==> src/rtl/bap_fifo.sv <==
// short flop based queue between the front and the back
// depends on nothing but its parameters (depth a power of two)

module bap_fifo #(
	parameter int W     = 8,
	parameter int DEPTH = 4
) (
	input  logic         clk,
	input  logic         arst_n,
	input  logic         push,
	input  logic [W-1:0] din,
	output logic         full,
	input  logic         pop,
	output logic [W-1:0] dout,
	output logic         empty
);

	localparam int PW = (DEPTH > 1) ? $clog2(DEPTH) : 1;
	localparam int CW = $clog2(DEPTH + 1);

	logic [W-1:0]  buf_q [DEPTH];
	logic [PW-1:0] wr_ptr_q;
	logic [PW-1:0] rd_ptr_q;
	logic [CW-1:0] count_q;

	assign full  = (count_q == CW'(DEPTH));
	assign empty = (count_q == '0);
	assign dout  = buf_q[rd_ptr_q];

	always_ff @(posedge clk) begin
		if (push) begin
			buf_q[wr_ptr_q] <= din;
		end
	end

	always_ff @(posedge clk or negedge arst_n) begin
		if (!arst_n) begin
			wr_ptr_q <= '0;
			rd_ptr_q <= '0;
			count_q  <= '0;
		end else begin
			if (push) begin
				wr_ptr_q <= wr_ptr_q + PW'(1);
			end
			if (pop) begin
				rd_ptr_q <= rd_ptr_q + PW'(1);
			end
			case ({push, pop})
				2'b10:   count_q <= count_q + CW'(1);
				2'b01:   count_q <= count_q - CW'(1);
				default: count_q <= count_q;
			endcase
		end
	end

endmodule

==> config.mk <==
export PLATFORM = sky130hd
export DESIGN_NAME = bap_fifo
export DESIGN_NICKNAME = d
export VERILOG_FILES = /design/src/rtl/bap_fifo.sv
export SDC_FILE = /design/constraint.sdc
export NUM_CORES = 1
export LEC_CHECK = 0
export ABC_AREA = 1
export BUFFER_PORTS_ARGS = -buffer_cell sky130_fd_sc_hd__buf_2
export CAP_MARGIN = 20
export CELL_PAD_IN_SITES_DETAIL_PLACEMENT = 0
export CELL_PAD_IN_SITES_GLOBAL_PLACEMENT = 1
export CORE_ASPECT_RATIO = 1.4
export CORE_MARGIN = 2
export CORE_UTILIZATION = 45
export CTS_BUF_LIST = sky130_fd_sc_hd__clkbuf_16
export CTS_CLUSTER_SIZE = 14
export DETAILED_ROUTE_END_ITERATION = 8
export GPL_ROUTABILITY_DRIVEN = 1
export PLACE_DENSITY_LB_ADDON = 0.1
export SLEW_MARGIN = 15
export SYNTH_ARGS = -nofsm -noshare
export SYNTH_HDL_FRONTEND = slang
export SYNTH_SLANG_ARGS = --single-unit
==> constraint.sdc <==
create_clock -name clk -period 1.79 [get_ports clk]
set_clock_uncertainty 0.2 [all_clocks]
set_input_delay 0.0895 -clock clk [delete_from_list [all_inputs] [get_ports clk]]
set_output_delay 0.0895 -clock clk [all_outputs]
set_load 0.005 [all_outputs]
==> results.sh <==
export IMPL_outcome="finished clean"
export IMPL_rsz0062_at_grt="yes"
export IMPL_ir_worst_vdd_uv=953
export IMPL_pwr_share_seq=0.426
export IMPL_htree_num_levels=2
export IMPL_critPathMaxFanout=8
export IMPL_drc=0
export IMPL_io_buffers=21
export IMPL_slew_headroom=0.737
export IMPL_setup_viol=0
export IMPL_cts_buffers_inserted=5
export IMPL_intPower_mw=2.16
export IMPL_first_global_vias=1077
export IMPL_dp_cells=201
export IMPL_dr_pass1_iters=3
export IMPL_hpwl_mm=1.98
export IMPL_worst_pin_slew_ns=0.394
export IMPL_sw_frac_of_total=0.316
export IMPL_core_area_um2=3640
export IMPL_grt_pass1_wl_mm=4.91
export IMPL_grt_overflow=0
export IMPL_post_place_ws_ns=0.267
export IMPL_tns_ns=0
export IMPL_grt_max_degree=33
export IMPL_ios=22
export IMPL_post_cts_buffers=0
export IMPL_avgSynthCellArea_um2=12.0
export IMPL_finalPower_mw=3.16
export IMPL_n_fill_cell=321
export IMPL_p_clk_frac=0.252
export IMPL_maxCapViolCount=0
export IMPL_yosysUniqueCellTypes=17
export IMPL_ant_nets=0
export IMPL_grt_usage=0.156
export IMPL_required_ns=1.76
export IMPL_die_area_um2=4310
export IMPL_cts_tree="built"
export IMPL_cts_max_path_buffers=2
export IMPL_hp_class="reg -> reg"
export IMPL_antenna_cells=0
export IMPL_drv_slew=0
export IMPL_critPathArrivalTime_ns=1.70
export IMPL_hold_viol_final=0
export IMPL_start_util=0.469
export IMPL_ys_seq_elements=39
export IMPL_syn_to_final_growth_pct=23.1
export IMPL_synth_warning_count=0
export IMPL_synth_area_um2=1710
export IMPL_worst_skew_pair_late_latency_ns=0.27
export IMPL_rows=26
export IMPL_routed_wl_mm=2.83
export IMPL_finalCritPeriodShare=0.969
export IMPL_final_common_cell="nand2_1"
export IMPL_design_area_um2=2100
export IMPL_dpl_instance_area_um2=1840
export IMPL_p_sw_uw=999
export IMPL_final_layout_size_suffix_gt1_frac=0.179
export IMPL_critPathCaptureType="flip-flop"
export IMPL_wl_per_cell_um=12.8
export IMPL_leakagePower_nw=0.951
export IMPL_start_kind="primary input"
export IMPL_dr_first_iter_drc_count=32
export IMPL_layout_common_cells="nand2_1, inv_1, edfxtp_1"
export IMPL_nets=196
export IMPL_dieHeight_um=76.9
export IMPL_cts_clk_slew_worst_paths_ns=0.05
export IMPL_vias=1045
export IMPL_antenna_found_initial=0
export IMPL_period_needed_ns=1.74
export IMPL_p_comb_frac=0.321
export IMPL_place_congestion=0.659
export IMPL_vias_per_cell=4.73
export IMPL_worst_hold_slack_ns=0.314
export IMPL_final_util=0.577
export IMPL_power_density_nw_per_um2=1500
export IMPL_synthCells=142
export IMPL_stdcell_count=221
export IMPL_die_w_um=56.1
export IMPL_cts_sinks=39
export IMPL_synth_nets=160
export IMPL_root_buffer="clkbuf_16"
export IMPL_fin_ws_ns=0.0547
export IMPL_seq_area_frac_synth=0.665
export IMPL_max_freq_ghz=0.576
export IMPL_path_class="in -> reg"
-- registers in the layout, indices dropped and copies added, names as in the netlist --
name / cells
buf_q: 32
count_q: 3
rd_ptr_q: 2
wr_ptr_q: 2
-- worst max-delay path, stage by stage --
cell,delay [ns]
dlygate4sd3_1,0.53
buf_4,0.16
inv_1,0.06
ha_1,0.16
inv_1,0.08
fa_2,0.36
nand2_2,0.09
nand3_1,0.07
nand2_1,0.05
nand2_1,0.04
-- final timing paths --
path | slack (ns) | cells past startpoint | to | startpoint
max in group asynchronous | 0.55 | 3 | wr_ptr_q[0] | arst_n
worst max-delay path | 0.05 | 10 | count_q[2] | push
worst min-delay path | 0.31 | 2 | count_q[2] | count_q[2]
worst max register to register | 0.29 | 4 | buf_q[1][4] | wr_ptr_q[1]
worst min register to register | 0.31 | 2 | count_q[2] | count_q[2]
min in group asynchronous | 0.58 | 3 | count_q[1] | arst_n
-- power by group through the flow --
stage          Combinational [mW]  Clock [mW]  Sequential (mW)
2_1_floorplan               0.748           0             1.30
3_3_place_gp                0.990           0             1.36
3_5_place_dp                 1.01           0             1.37
4_1_cts                      1.03       0.816             1.35
5_1_grt                      1.18       0.850             1.38
6_report                     1.02       0.798             1.35
-- synth_stat cells --
| cell type | n | area [µm²] |
|---|---|---|
| nand2_1 | 35 | 131 |
| edfxtp_1 | 32 | 961 |
| inv_1 | 29 | 109 |
| o211ai_1 | 15 | 113 |
| dfrtp_1 | 7 | 175 |
| ha_1 | 5 | 62.6 |
| buf_6 | 4 | 45.0 |
| xor2_1 | 3 | 26.3 |
| buf_2 | 2 | 10.0 |
| nor3_1 | 2 | 10.0 |
| o21ai_0 | 2 | 10.0 |
| fa_1 | 1 | 20.0 |
| inv_2 | 1 | 3.75 |
| nand3_1 | 1 | 5.00 |
| nand4_1 | 1 | 6.26 |
| o211ai_2 | 1 | 12.5 |
| xnor2_1 | 1 | 8.76 |
-- per-layer routing --
| metal | up-vias | part of all wire | GRT usage |
|---|---|---|---|
| met5 | - | 0 | 0 |
| met4 | 0 | 0.023 | 0.0857 |
| met3 | 6 | 0.037 | 0.0455 |
| met2 | 20 | 0.55 | 0.275 |
| met1 | 482 | 0.39 | 0.161 |
| li1 | 537 | - | - |
-- kinds of logic (layout without fill, tap and decap cells) --
group | count (synthesis) | count (layout) | share of synthesized area
flip-flops | 39 | 39 | 0.665
AND/OR/NAND/NOR | 39 | 39 | 0.0893
buffers and inverters | 36 | 73 | 0.0981
AO/OA/AOI/OAI | 18 | 18 | 0.0791
adder cells (fa/ha/maj) | 6 | 6 | 0.0483
XOR/XNOR | 4 | 4 | 0.0205
-- layout make-up --
cell class / instances / area (µm²) / area share
clock buffer: 5 / 125 / 0.0595
tap: 42 / 52.6 / 0.0250
clock inverter: 3 / 11.3 / 0.00535
sequential: 39 / 1140 / 0.540
timing repair buffer: 35 / 255 / 0.121
inverter: 30 / 113 / 0.0535
multi-input combinational: 67 / 410 / 0.195
-- what timing repair did --
item | in CTS | in global routing
hold buffers | 12 | 0
setup endpoints to repair | 0 | 2
endpoints found under the hold margin | 43 | 0
resized for setup | 0 | 5
(Power assumes the default switching activity.)
