**config.mk**
```make
export PLATFORM = sky130hd
export DESIGN_NAME = bap_div
export DESIGN_NICKNAME = d
export VERILOG_FILES = /design/src/rtl/bap_pkg.sv /design/src/rtl/bap_div.sv
export SDC_FILE = /design/constraint.sdc
export NUM_CORES = 2
export LEC_CHECK = 0
export BUFFER_PORTS_ARGS = -buffer_cell sky130_fd_sc_hd__buf_2
export CELL_PAD_IN_SITES_DETAIL_PLACEMENT = 1
export CELL_PAD_IN_SITES_GLOBAL_PLACEMENT = 1
export CORE_MARGIN = 4
export CORE_UTILIZATION = 47
export DETAILED_ROUTE_END_ITERATION = 10
export GPL_ROUTABILITY_DRIVEN = 0
export PLACE_DENSITY = 0.72
export RECOVER_POWER = 50
export SYNTH_ARGS = -nofsm -noshare
export SYNTH_HDL_FRONTEND = slang
export SYNTH_SLANG_ARGS = --single-unit
```
**constraint.sdc**
```tcl
create_clock -name clk -period 4.4 [get_ports clk]
set_input_delay 0.22 -clock clk [delete_from_list [all_inputs] [get_ports clk]]
set_output_delay 0.22 -clock clk [all_outputs]
set_load 0.01 [all_outputs]
```
**src/rtl/bap_pkg.sv**
```systemverilog
// shared constants, register codes and control types for the block average pixelate block
// no dependencies

package bap_pkg;

	// default limits handed to the top level parameters
	localparam int MAX_WIDTH_DEF = 2048;
	localparam int MAX_TILE_DEF  = 64;
	// image height is bounded by the 11-bit row position
	localparam int MAX_HEIGHT    = 2048;

	// stream word widths
	localparam int PIX_W   = 8;
	localparam int IN_W    = 24;
	localparam int OUT_W   = 48;
	localparam int IDX_W   = 11;

	// configuration port
	localparam int CFG_AW  = 2;
	localparam int CFG_DW  = 12;
	localparam int DIM_W   = 12;
	localparam int TSIZE_W = 7;

	localparam logic [DIM_W-1:0]   WIDTH_RST  = 12'd640;
	localparam logic [DIM_W-1:0]   HEIGHT_RST = 12'd480;
	localparam logic [TSIZE_W-1:0] TSIZE_RST  = 7'd12;

	// depth of the queue between front and back
	localparam int QUEUE_DEPTH = 4;

	// quotient bits of the rounded mean
	localparam int QBITS = 8;

	typedef enum logic [CFG_AW-1:0] {
		REG_IMAGE_WIDTH  = 2'd0,
		REG_IMAGE_HEIGHT = 2'd1,
		REG_TILE_SIZE    = 2'd2
	} bap_reg_t;

	// classification of one pixel, made by the front
	typedef struct packed {
		logic seg_start;   // first pixel of a tile within this row
		logic band_first;  // pixel lies on the first row of a tile band
		logic seg_end;     // last pixel of a tile within this row
		logic emit;        // last pixel of the whole (clipped) tile
		logic frame_last;  // last pixel of the frame
	} bap_flags_t;

endpackage

```
**src/rtl/bap_div.sv**
```systemverilog
// back, second half: pipelined restoring division for the rounded tile means
// depends on bap_pkg

module bap_div #(
	parameter int MAX_TILE = bap_pkg::MAX_TILE_DEF
) (
	input  logic                                          clk,
	input  logic                                          arst_n,
	input  logic                                          adv,
	input  logic                                          in_valid,
	input  logic [2:0][bap_pkg::PIX_W+2*$clog2(MAX_TILE)-1:0] in_sum,
	input  logic [2*$clog2(MAX_TILE):0]                   in_n,
	input  logic [bap_pkg::IDX_W-1:0]                     in_col,
	input  logic [bap_pkg::IDX_W-1:0]                     in_row,
	input  logic                                          in_last,
	output logic                                          out_valid,
	output logic [2:0][bap_pkg::PIX_W-1:0]                out_avg,
	output logic [bap_pkg::IDX_W-1:0]                     out_col,
	output logic [bap_pkg::IDX_W-1:0]                     out_row,
	output logic                                          out_last
);

	localparam int TW = $clog2(MAX_TILE);
	localparam int NW = 2 * TW + 1;
	localparam int SW = bap_pkg::PIX_W + 2 * TW;
	localparam int DW = SW + 1;
	localparam int VW = NW + 1;
	localparam int QB = bap_pkg::QBITS;

	logic                          v_s    [QB+1];
	logic [2:0][DW-1:0]            rem_s  [QB+1];
	logic [2:0][QB-1:0]            q_s    [QB+1];
	logic [VW-1:0]                 dv_s   [QB+1];
	logic [bap_pkg::IDX_W-1:0]     col_s  [QB+1];
	logic [bap_pkg::IDX_W-1:0]     row_s  [QB+1];
	logic                          last_s [QB+1];

	// entry: dividend 2*sum + n, divisor 2*n
	always_ff @(posedge clk or negedge arst_n) begin
		if (!arst_n) begin
			v_s[0] <= 1'b0;
		end else if (adv) begin
			v_s[0] <= in_valid;
		end
	end

	always_ff @(posedge clk) begin
		if (adv) begin
			for (int c = 0; c < 3; c++) begin
				rem_s[0][c] <= {in_sum[c], 1'b0} + DW'(in_n);
			end
			q_s[0]    <= '0;
			dv_s[0]   <= {in_n, 1'b0};
			col_s[0]  <= in_col;
			row_s[0]  <= in_row;
			last_s[0] <= in_last;
		end
	end

	// one quotient bit per stage, most significant first
	for (genvar k = 0; k < QB; k++) begin : g_step
		localparam int B = QB - 1 - k;

		logic [DW-1:0]      shv;
		logic [2:0][DW-1:0] rem_nx;
		logic [2:0][QB-1:0] q_nx;

		assign shv = DW'(dv_s[k]) << B;

		always_comb begin
			for (int c = 0; c < 3; c++) begin
				q_nx[c] = q_s[k][c];
				if (rem_s[k][c] >= shv) begin
					rem_nx[c]  = rem_s[k][c] - shv;
					q_nx[c][B] = 1'b1;
				end else begin
					rem_nx[c]  = rem_s[k][c];
				end
			end
		end

		always_ff @(posedge clk or negedge arst_n) begin
			if (!arst_n) begin
				v_s[k+1] <= 1'b0;
			end else if (adv) begin
				v_s[k+1] <= v_s[k];
			end
		end

		always_ff @(posedge clk) begin
			if (adv) begin
				rem_s[k+1]  <= rem_nx;
				q_s[k+1]    <= q_nx;
				dv_s[k+1]   <= dv_s[k];
				col_s[k+1]  <= col_s[k];
				row_s[k+1]  <= row_s[k];
				last_s[k+1] <= last_s[k];
			end
		end
	end

	assign out_valid = v_s[QB];
	assign out_avg   = q_s[QB];
	assign out_col   = col_s[QB];
	assign out_row   = row_s[QB];
	assign out_last  = last_s[QB];

endmodule

```
==> metrics.yaml <==
power_and_ir_drop:
  p_sw_mw: 10.6
  p_int_mw: 21.9
  p_total_mw: 32.5
  pwr_density_cell_nw_per_um2: 592
  power_frac_seq: 0.406
  leakage_nw: 21.0
  vdd_ir_drop_max_mv: 0.321
  p_comb_frac: 0.336
  power_frac_clock: 0.258
  sw_frac_of_total: 0.327
synth:
  yosysTopAreaCell: "edfxtp_1"
  ys_ff_latch: 908
  synth_most_common_cell: "edfxtp_1"
  synth.cell_area_sq_um: 48500
  yosysUniqueCellTypes: 95
  syn-num-nets: 4397
  ys_warn_count: 0
  syn_avg_cell_area_sq_um: 12.3
  yosys-top-cells-count: "899 x edfxtp_1, 345 x ha_1, 255 x a21oi_1"
  synth-seq-area-share: 0.562
  synthCells: 3928
  synth-edff-count: 899
  synth_flop_cell: "edfxtp_1"
  yosys-top-cells-area: "edfxtp_1 56%, ha_1 8.9%, xnor2_1 2.6%, a21oi_1 2.6%, mux2_2 2.6%"
  synth_async_sr_flop_share: 0.00991
  yosysTopAreaCellShare: 0.557
cts:
  cts_buffers: 97
  htreeDepth: 3
  clk_path_buf_depth: 3
  ctsResizeCount: 0
  clock-root-buffer: "clkbuf_16"
  clk_pin_slew_ps: 60
  cts_tree: "built"
  cts_sinks: 908
  cts_setup_buffers: 0
  clk_latency_ps: 700
die:
  die_area_sq_um: 108000
  initial_core_util: 0.475
  rows: 117
  die_y_um: 329
  die_w_um: 329
  num_io_pins: 148
  coreArea_sq_um: 102000
sta:
  setup_viol: 0
  rsz0062_at_grt: "false"
  tightest_slew_ps: 2500
  max_freq_mhz: 275
  max_slew_margin: -0.664
  skew_ps: 41.2
  fin_ws_ps: 768
  finalCriticalPeriod_ps: 3630
  finalHoldViolCount: 0
  timing.hold.ws_ps: 57.4
  slew_violations: 267
  layout_worst_path_cycle_share: 0.825
  tns_ps: 0
cells_and_area:
  nFillCells: 10500
  stdcell_area_sq_um: 54900
  area_delta_synth_final_pct: 13.2
  fin_nets: 4682
  drive_gt1_frac: 0.100
  antenna_cells: 0
global_route:
  antenna_found_initial: 1
  grt_pass1_vias: 33000
  track_usage: 0.214
  grt_max_degree: 141
  grt-ovfl-total: 0
  grt_pass1_wl_mm: 183
placement:
  dp_worst_setup_slack_ps: 760
  dp_hpwl_mm: 89.1
  dpl_cell_area_sq_um: 50800
  io_buffer_count: 147
setup_path:
  r2r_setup_slack_ps: 810
  required_ps: 4840
  critPathSlowestCell: "dlygate4sd3_1"
  criticalPathCategory: "input pin to flip-flop"
  worstPathArrival_ps: 4070
  crit_chain: "dlygate4sd3_1 -> clkbuf_1 -> ha_1 -> a21o_1 -> a21o_1 -> a21oi_1 -> o21ai_0 -> a311o_1 -> a21oi_1 -> dlygate4sd3_1 -> nor2_1 -> dlygate4sd3_1"
  slowest_delay_ps: 580
  rr_worst_depth: 10
  start_kind: "input pin"
  cp_max_fo: 7
  cp-end-kind: "flip-flop"
  crit_top_cell: "dlygate4sd3_1"
status:
  status: "complete, but fails checks"
  violations: "max-capacitance violations, max-slew violations"
flow_run:
  max_cap_violations: 6
route:
  viasPerCell: 5.54
  drtIter0Drc: 1667
  wl_per_cell_um: 20.4
  wirelength_mm: 116
  drc: 0
  dr_total_vias: 31400
  dr.pass1.iters: 7
  ant_nets: 0
worst_hold_path:
  hold_path.class: "input pin to flip-flop"
  min_path_cells: 3
[metrics by stage]
step	cells	util
finish	5661	0.538
global route	5661	0.538
CTS	5661	0.539
detailed placement	5392	0.498
global placement	5392	0.498
floorplan	3928	-
[cells by family after synthesis]
logic type / synth area share
and+or+nand+nor: 0.103
DFF: 0.562
xor gates and xnor gates: 0.0454
adders and majority gates: 0.0990
buffers and inverters: 0.0277
muxes: 0.0332
AOI/OAI and AO/OA: 0.130
[per-layer routing]
layer,GRT usage,vias to the layer above,part of all wire
met5,0,-,0
met4,0.103,0,0.050
met3,0.0244,216,0.027
met2,0.385,485,0.51
met1,0.256,15200,0.41
li1,-,15500,-
[cell type report]
cell class	count	area (sq um)	area share
Tap cell	1368	1710	0.0312
Clock buffer	117	2500	0.0456
Clock inverter	62	825	0.0150
Multi-Input combinational cell	2704	19900	0.363
Sequential cell	908	27200	0.496
Timing Repair Buffer	271	1840	0.0335
Inverter	231	867	0.0158
[what timing repair did]
action,CTS,global route
setup endpoints to repair,0,0
hold buffers,90,0
hold endpoints to repair,104,0
[sequential cells by signal (all words and copies together) (netlist names)]
register	count
rem_s	488
v_s	8
row_s	99
col_s	99
dv_s	96
last_s	9
out_valid	1
q_s	108
[worst paths after layout]
path	start	to
worst max register to register	rem_s[0][105]$_DFFE_PP_	rem_s[0][140]$_DFFE_PP_
worst max-delay path	in_n[2]	rem_s[0][56]$_DFFE_PP_
worst min-delay path	in_sum[24]	rem_s[0][26]$_DFFE_PP_
min in group asynchronous	arst_n	v_s[2]$_DFFE_PN0P_
max in group asynchronous	arst_n	v_s[5]$_DFFE_PN0P_
worst min register to register	row_s[0][62]$_DFFE_PP_	row_s[0][73]$_DFFE_PP_
[power by group through the flow]
| stage | registers, mW | logic (mW) | clock network (mW) |
|---|---|---|---|
| detailed placement | 13.4 | 10.8 | 0 |
| CTS | 13.2 | 10.9 | 8.62 |
| global route | 13.4 | 12.3 | 9.04 |
| floorplan | 12.8 | 8.35 | 0 |
| global placement | 13.3 | 10.4 | 0 |
| finish | 13.2 | 10.9 | 8.37 |
[placed cells by master, fill, tap and decap left out, drive strengths merged, types with 24 or more instances in the layout]
cell	count
nor4	51
clkinv	39
nor2	250
o31a	26
fa	24
and3	24
nand2b	55
inv	235
mux2	119
xnor2	146
o31ai	30
ha	345
clkbuf	193
nand3	60
o21a	78
o211ai	24
xor2	105
a21oi	255
nor3	60
a21o	114
buf	105
edfxtp	899
dlygate4sd3	90
mux2i	24
o21ai	232
nand2	237
or3	25
nor2b	65
nand4	52
[worst max-delay path, delay by kind of cell]
kind | cells | cell delay (ps)
and+or+nand+nor | 1 | 40
AOI/OAI and AO/OA | 6 | 1390
adders and majority gates | 1 | 340
buffers and inverters | 4 | 2070
No activity file was read; power rests on OpenSTA's default activity.
