**src/rtl/bap_pkg.sv**
```systemverilog
// shared constants, register codes and control types for the block average pixelate block
// no dependencies

package bap_pkg;

	// default limits handed to the top level parameters
	localparam int MAX_WIDTH_DEF = 2048;
	localparam int MAX_TILE_DEF  = 64;
	// image height is bounded by the 11-bit row position
	localparam int MAX_HEIGHT    = 2048;

	// stream word widths
	localparam int PIX_W   = 8;
	localparam int IN_W    = 24;
	localparam int OUT_W   = 48;
	localparam int IDX_W   = 11;

	// configuration port
	localparam int CFG_AW  = 2;
	localparam int CFG_DW  = 12;
	localparam int DIM_W   = 12;
	localparam int TSIZE_W = 7;

	localparam logic [DIM_W-1:0]   WIDTH_RST  = 12'd640;
	localparam logic [DIM_W-1:0]   HEIGHT_RST = 12'd480;
	localparam logic [TSIZE_W-1:0] TSIZE_RST  = 7'd12;

	// depth of the queue between front and back
	localparam int QUEUE_DEPTH = 4;

	// quotient bits of the rounded mean
	localparam int QBITS = 8;

	typedef enum logic [CFG_AW-1:0] {
		REG_IMAGE_WIDTH  = 2'd0,
		REG_IMAGE_HEIGHT = 2'd1,
		REG_TILE_SIZE    = 2'd2
	} bap_reg_t;

	// classification of one pixel, made by the front
	typedef struct packed {
		logic seg_start;   // first pixel of a tile within this row
		logic band_first;  // pixel lies on the first row of a tile band
		logic seg_end;     // last pixel of a tile within this row
		logic emit;        // last pixel of the whole (clipped) tile
		logic frame_last;  // last pixel of the frame
	} bap_flags_t;

endpackage

```
**src/rtl/bap_front.sv**
```systemverilog
// front: configuration registers, raster position tracking and pixel classification
// depends on bap_pkg

module bap_front #(
	parameter int MAX_WIDTH = bap_pkg::MAX_WIDTH_DEF,
	parameter int MAX_TILE  = bap_pkg::MAX_TILE_DEF
) (
	input  logic                                      clk,
	input  logic                                      arst_n,
	input  logic                                      cfg_we,
	input  logic [bap_pkg::CFG_AW-1:0]                cfg_addr,
	input  logic [bap_pkg::CFG_DW-1:0]                cfg_wdata,
	input  logic                                      s_tvalid,
	output logic                                      s_tready,
	input  logic [bap_pkg::IN_W-1:0]                  s_tdata,
	input  logic                                      full,
	output logic                                      push,
	output logic [bap_pkg::IN_W-1:0]                  push_pix,
	output logic [$clog2(MAX_WIDTH)-1:0]              push_tc,
	output logic [bap_pkg::IDX_W-1:0]                 push_col,
	output logic [bap_pkg::IDX_W-1:0]                 push_row,
	output logic [2*$clog2(MAX_TILE):0]               push_n,
	output bap_pkg::bap_flags_t                       push_flags
);

	localparam int XW = $clog2(MAX_WIDTH);
	localparam int TW = $clog2(MAX_TILE);
	localparam int NW = 2 * TW + 1;
	localparam int YW = bap_pkg::IDX_W;
	localparam int HW = bap_pkg::DIM_W;

	logic [bap_pkg::DIM_W-1:0]   width_q;
	logic [bap_pkg::DIM_W-1:0]   height_q;
	logic [bap_pkg::TSIZE_W-1:0] tsize_q;

	logic [XW-1:0] pix_x_q;
	logic [YW-1:0] pix_y_q;
	logic [TW-1:0] cit_q;
	logic [TW-1:0] rit_q;
	logic [XW-1:0] tcol_q;
	logic [YW-1:0] trow_q;

	logic [XW:0]      w_eff;
	logic [HW-1:0]    h_eff;
	logic [TW:0]      t_eff;
	logic             row_end;
	logic             col_last;
	logic             bottom;
	logic             row_last;
	logic             restart;
	logic [TW:0]      cnt_c;
	logic [TW:0]      cnt_r;
	logic [2*TW+1:0]  n_full;

	// zero acts as one, oversize is clipped
	always_comb begin
		if (width_q == '0) begin
			w_eff = (XW+1)'(1);
		end else if (32'(width_q) > MAX_WIDTH) begin
			w_eff = (XW+1)'(MAX_WIDTH);
		end else begin
			w_eff = (XW+1)'(width_q);
		end
		if (height_q == '0) begin
			h_eff = HW'(1);
		end else if (32'(height_q) > bap_pkg::MAX_HEIGHT) begin
			h_eff = HW'(bap_pkg::MAX_HEIGHT);
		end else begin
			h_eff = height_q;
		end
		if (tsize_q == '0) begin
			t_eff = (TW+1)'(1);
		end else if (32'(tsize_q) > MAX_TILE) begin
			t_eff = (TW+1)'(MAX_TILE);
		end else begin
			t_eff = (TW+1)'(tsize_q);
		end
	end

	assign cnt_c    = {1'b0, cit_q} + (TW+1)'(1);
	assign cnt_r    = {1'b0, rit_q} + (TW+1)'(1);
	assign row_end  = ({1'b0, pix_x_q} + (XW+1)'(1)) >= w_eff;
	assign col_last = row_end || (cnt_c >= t_eff);
	assign bottom   = (HW'(pix_y_q) + HW'(1)) >= h_eff;
	assign row_last = bottom || (cnt_r >= t_eff);
	assign n_full   = cnt_c * cnt_r;

	assign s_tready = !full;
	assign push     = s_tvalid && !full;

	assign push_pix              = s_tdata;
	assign push_tc               = tcol_q;
	assign push_col              = bap_pkg::IDX_W'(tcol_q);
	assign push_row              = trow_q;
	assign push_n                = NW'(n_full);
	assign push_flags.seg_start  = (cit_q == '0);
	assign push_flags.band_first = (rit_q == '0);
	assign push_flags.seg_end    = col_last;
	assign push_flags.emit       = col_last && row_last;
	assign push_flags.frame_last = row_end && bottom;

	always_comb begin
		case (cfg_addr)
			bap_pkg::REG_IMAGE_WIDTH:  restart = cfg_we;
			bap_pkg::REG_IMAGE_HEIGHT: restart = cfg_we;
			bap_pkg::REG_TILE_SIZE:    restart = cfg_we;
			default:                   restart = 1'b0;
		endcase
	end

	always_ff @(posedge clk or negedge arst_n) begin
		if (!arst_n) begin
			width_q  <= bap_pkg::WIDTH_RST;
			height_q <= bap_pkg::HEIGHT_RST;
			tsize_q  <= bap_pkg::TSIZE_RST;
		end else if (cfg_we) begin
			case (cfg_addr)
				bap_pkg::REG_IMAGE_WIDTH:  width_q  <= cfg_wdata;
				bap_pkg::REG_IMAGE_HEIGHT: height_q <= cfg_wdata;
				bap_pkg::REG_TILE_SIZE:    tsize_q  <= cfg_wdata[bap_pkg::TSIZE_W-1:0];
				default:                   width_q  <= width_q;
			endcase
		end
	end

	always_ff @(posedge clk or negedge arst_n) begin
		if (!arst_n) begin
			pix_x_q <= '0;
			pix_y_q <= '0;
			cit_q   <= '0;
			rit_q   <= '0;
			tcol_q  <= '0;
			trow_q  <= '0;
		end else if (restart) begin
			pix_x_q <= '0;
			pix_y_q <= '0;
			cit_q   <= '0;
			rit_q   <= '0;
			tcol_q  <= '0;
			trow_q  <= '0;
		end else if (push) begin
			if (row_end) begin
				pix_x_q <= '0;
				cit_q   <= '0;
				tcol_q  <= '0;
				if (bottom) begin
					pix_y_q <= '0;
					rit_q   <= '0;
					trow_q  <= '0;
				end else begin
					pix_y_q <= pix_y_q + YW'(1);
					if (row_last) begin
						rit_q  <= '0;
						trow_q <= trow_q + YW'(1);
					end else begin
						rit_q  <= rit_q + TW'(1);
					end
				end
			end else begin
				pix_x_q <= pix_x_q + XW'(1);
				if (col_last) begin
					cit_q  <= '0;
					tcol_q <= tcol_q + XW'(1);
				end else begin
					cit_q  <= cit_q + TW'(1);
				end
			end
		end
	end

endmodule

```
**config.mk**
```make
export PLATFORM = sky130hd
export DESIGN_NAME = bap_front
export DESIGN_NICKNAME = d
export VERILOG_FILES = /design/src/rtl/bap_pkg.sv /design/src/rtl/bap_front.sv
export SDC_FILE = /design/constraint.sdc
export NUM_CORES = 1
export LEC_CHECK = 0
export BUFFER_PORTS_ARGS = -buffer_cell sky130_fd_sc_hd__buf_2
export CAP_MARGIN = 20
export CORE_ASPECT_RATIO = 0.8
export CORE_UTILIZATION = 58
export DETAILED_ROUTE_END_ITERATION = 10
export PLACE_DENSITY = 0.82
export REMOVE_ABC_BUFFERS = 1
export SLEW_MARGIN = 20
export SYNTH_ARGS = -nofsm -noshare
export SYNTH_HDL_FRONTEND = slang
export SYNTH_SLANG_ARGS = --single-unit
```
**constraint.sdc**
```tcl
create_clock -name clk -period 7 [get_ports clk]
set_input_delay 1.05 -clock clk [delete_from_list [all_inputs] [get_ports clk]]
set_output_delay 1.05 -clock clk [all_outputs]
set_load 0.02 [all_outputs]
```
==> out/metrics.yaml <==
power:
  vdd_drop_max_uv: 136.6
  power_frac_comb: 0.334
  power.density_nw_per_um2: 221.6
  pwr-share-seq: 0.386
  switching_share: 0.3833
  clkPwrFrac: 0.280
  p_int_mw: 1.044
  p_leak_nw: 3.913
  p_switching_mw: 0.6493
routing:
  wl_met2_um: 7775
  wl_per_cell_um: 17.30
  wl_met1_um: 7456
  vias_per_cell: 6.044
  top_layer: "met4"
  wl_um: 16730
  drtAntennaViolNets: 0
  wl_met3_um: 1193
  vias: 5845
  drt_first_pass_iters: 9
  drc: 7
  drt-initial-drc-count: 588
timing:
  tightest_slew_ns: 1.013
  relSlewSlack: 0.3224
  min_period_ns: 6.677
  setup_viol: 0
  fin_tns_setup_ns: 0
  fmax_mhz: 149.8
  rsz0062_at_grt: "no"
  hold_viol: 0
  period_share: 0.9539
  fin_hold_ws_ns: 0.5315
  skew_ns: 0.006486
  drv_slew: 0
outcome:
  violations: "DRC"
  status: "complete, but fails checks"
finish:
  final_area_um2: 7644
  layout.nets: 956
  most-common-layout-cells: "nand2_1, nor2_1, dfrtp_1"
  final_layout_size_suffix_gt1_frac: 0.1807
  regArea_um2: 2188
  multi_input_comb_area_um2: 4354
  utilization: 0.6537
  area_delta_synth_final_pct: 7.990
  fill_cells: 943
  n_antenna_cell: 0
clock_tree:
  clockRootBuffer: "clkbuf_16"
  path_clk_slew_ns: 0.06
  post_cts_resized: 0
  cts_buffers: 9
  cts_max_level: 3
  post_cts_buffers: 0
  insertion_delay_ns: 0.35
  clock_path_buffers: 2
  cts_tree: "built"
  cts.sinks: 87
  cts_hold_buf: 0
critical_path:
  start_kind: "flop"
  reg2reg_from: "pix_x_q[0]"
  r2r_cells: 14
  path_cells: "and3_1 -> and3_1 -> xnor2_1 -> inv_1 -> nand2_1 -> fa_1 -> fa_1 -> inv_1 -> fa_1 -> inv_1 -> fa_1 -> inv_1 -> ha_1 -> nand3_1 -> o211ai_1 -> o41ai_2 -> o21ai_0 -> xnor2_1 -> buf_2"
  r2r_end: "push_row[4]"
  critPathTopFamily: "adder cells"
  critPathArrivalTime_ns: 5.63
  timing.reg2reg.setup_slack_ns: 2.98
  slowest_delay_ns: 0.55
  critical-path-slowest-cell: "fa_1"
  cp-end-kind: "output pin"
  crit_type: "flop to output pin"
  worst-path-buf-inv: 5
  path_max_fanout: 7
  critPathRequiredTime_ns: 5.95
synthesis:
  mappedNetlistArea_um2: 7078
  yosysTopAreaCell: "dfrtp_1"
  ys_warn_count: 0
  ys.flop_type: "dfrtp_1"
  netlist_instances: 783
  synth_top_area_share: 0.2793
  avgSynthCellArea_um2: 9.040
  synth_edf_count: 0
  ys_seq_area_frac: 0.3090
  synth.distinct_cells: 64
  synthArstFlopShare: 1.000
  synth.area.top_cells: "dfrtp_1, ha_1, fa_1, mux2_2, nand2_1"
  postSynthRegisterBits: 87
die:
  dieArea_um2: 12650
  core-area_um2: 11690
  die_w_um: 125.5
  rows: 35
  die_h_um: 100.8
  initial_utilization: 0.6054
  io_pins: 120
global_route:
  grt_overflow_total: 0
  grt_pass1_vias: 5790
  grt_max_degree: 63
  grt_util_all_layers: 0.2798
  grt_pass1_wl_um: 27860
  antenna_found_initial: 0
min_path:
  hp-start: "tsize_q[0]"
  hp-class: "flop to flop"
  worstHoldPathCells: 1
  min_to: "tsize_q[0]"
placement:
  globalplace.congestion: 0.9249
  dp_hpwl_um: 12680
  place_area_um2: 7321
  portBuffers: 71
run:
  cap_violations: 0
stage by stage:
stage | instances | total power, mW | setup slack [ns]
3_5_place_dp | 951 | 1.212 | 0.4074
3_3_place_gp | 951 | 1.174 | 0.6475
6_report | 967 | 1.694 | 0.3230
2_1_floorplan | 724 | 1.013 | 0.8974
5_1_grt | 967 | 1.789 | 0.05614
4_1_cts | 967 | 1.691 | 0.01855
worst max path at each step:
stage,start,to,slack (ns),cells after the start
after detailed placement,rit_q[0],push_n[12],0.41,19
after CTS,rit_q[0],push_n[12],0.02,19
after global placement,cit_q[0],push_n[12],0.65,19
after floorplan,cit_q[0],push_n[12],0.90,18
after global routing,rit_q[0],push_n[12],0.06,19
final,rit_q[2],push_n[12],0.32,19
worst reg2reg max path: stages, from the launching register on:
cell and delay [ns]:
dfrtp_1 0.45, ha_1 0.25, and3_1 0.20, and3_1 0.25
nand2_1 0.09, nor2_1 0.13, xnor2_1 0.17, ha_1 0.23
o21ai_0 0.09, a21oi_1 0.17, o31ai_1 0.11, nor2_1 0.78
buf_4 0.34, nand3_1 0.24, o41ai_1 0.41
state kept, by name, summed over array words and instances (netlist names):
register  count
cit_q         6
pix_x_q      11
push_col     11
rit_q         6
tsize_q       7
width_q      12
pix_y_q      11
height_q     12
push_row     11
cells in the mapped netlist, types with 15 or more instances:
library cell	number
a21oi_1	20
o21ai_0	38
ha_1	76
nand3_1	37
xor2_1	27
and3_1	15
mux2_2	30
buf_4	37
inv_1	54
dfrtp_1	79
nor2_1	82
xnor2_1	22
a22o_1	16
fa_1	23
nand2_1	82
layer usage:
metal / global-route usage / vias up
li1: - / 2743
met1: 0.3619 / 2841
met2: 0.4573 / 228
met3: 0.07537 / 33
met4: 0.09475 / 0
met5: 0 / -
area by class of cell:
type                    count  share of cell area
clock inverters             5            0.005074
flip-flops and latches     87              0.2863
inverters                  55             0.02701
well taps                 148             0.02423
clock buffers              11             0.03307
multi-input cells         582              0.5697
repair buffers             79             0.05467
cells by family after synthesis:
family / share of synthesized area
xor gates and xnor gates: 0.06063
AOI/OAI and AO/OA: 0.1128
and+or+nand+nor: 0.1881
muxes: 0.04914
buffers and inverters: 0.08096
adders and majority gates: 0.1994
DFF: 0.3090
power groups by stage:
stage	clock network (mW)	logic (mW)	registers [mW]
4_1_cts	0.481	0.561	0.649
3_5_place_dp	0	0.555	0.657
3_3_place_gp	0	0.523	0.651
6_report	0.474	0.566	0.654
5_1_grt	0.500	0.625	0.663
2_1_floorplan	0	0.364	0.648
No activity file was read; power rests on OpenSTA's default activity.
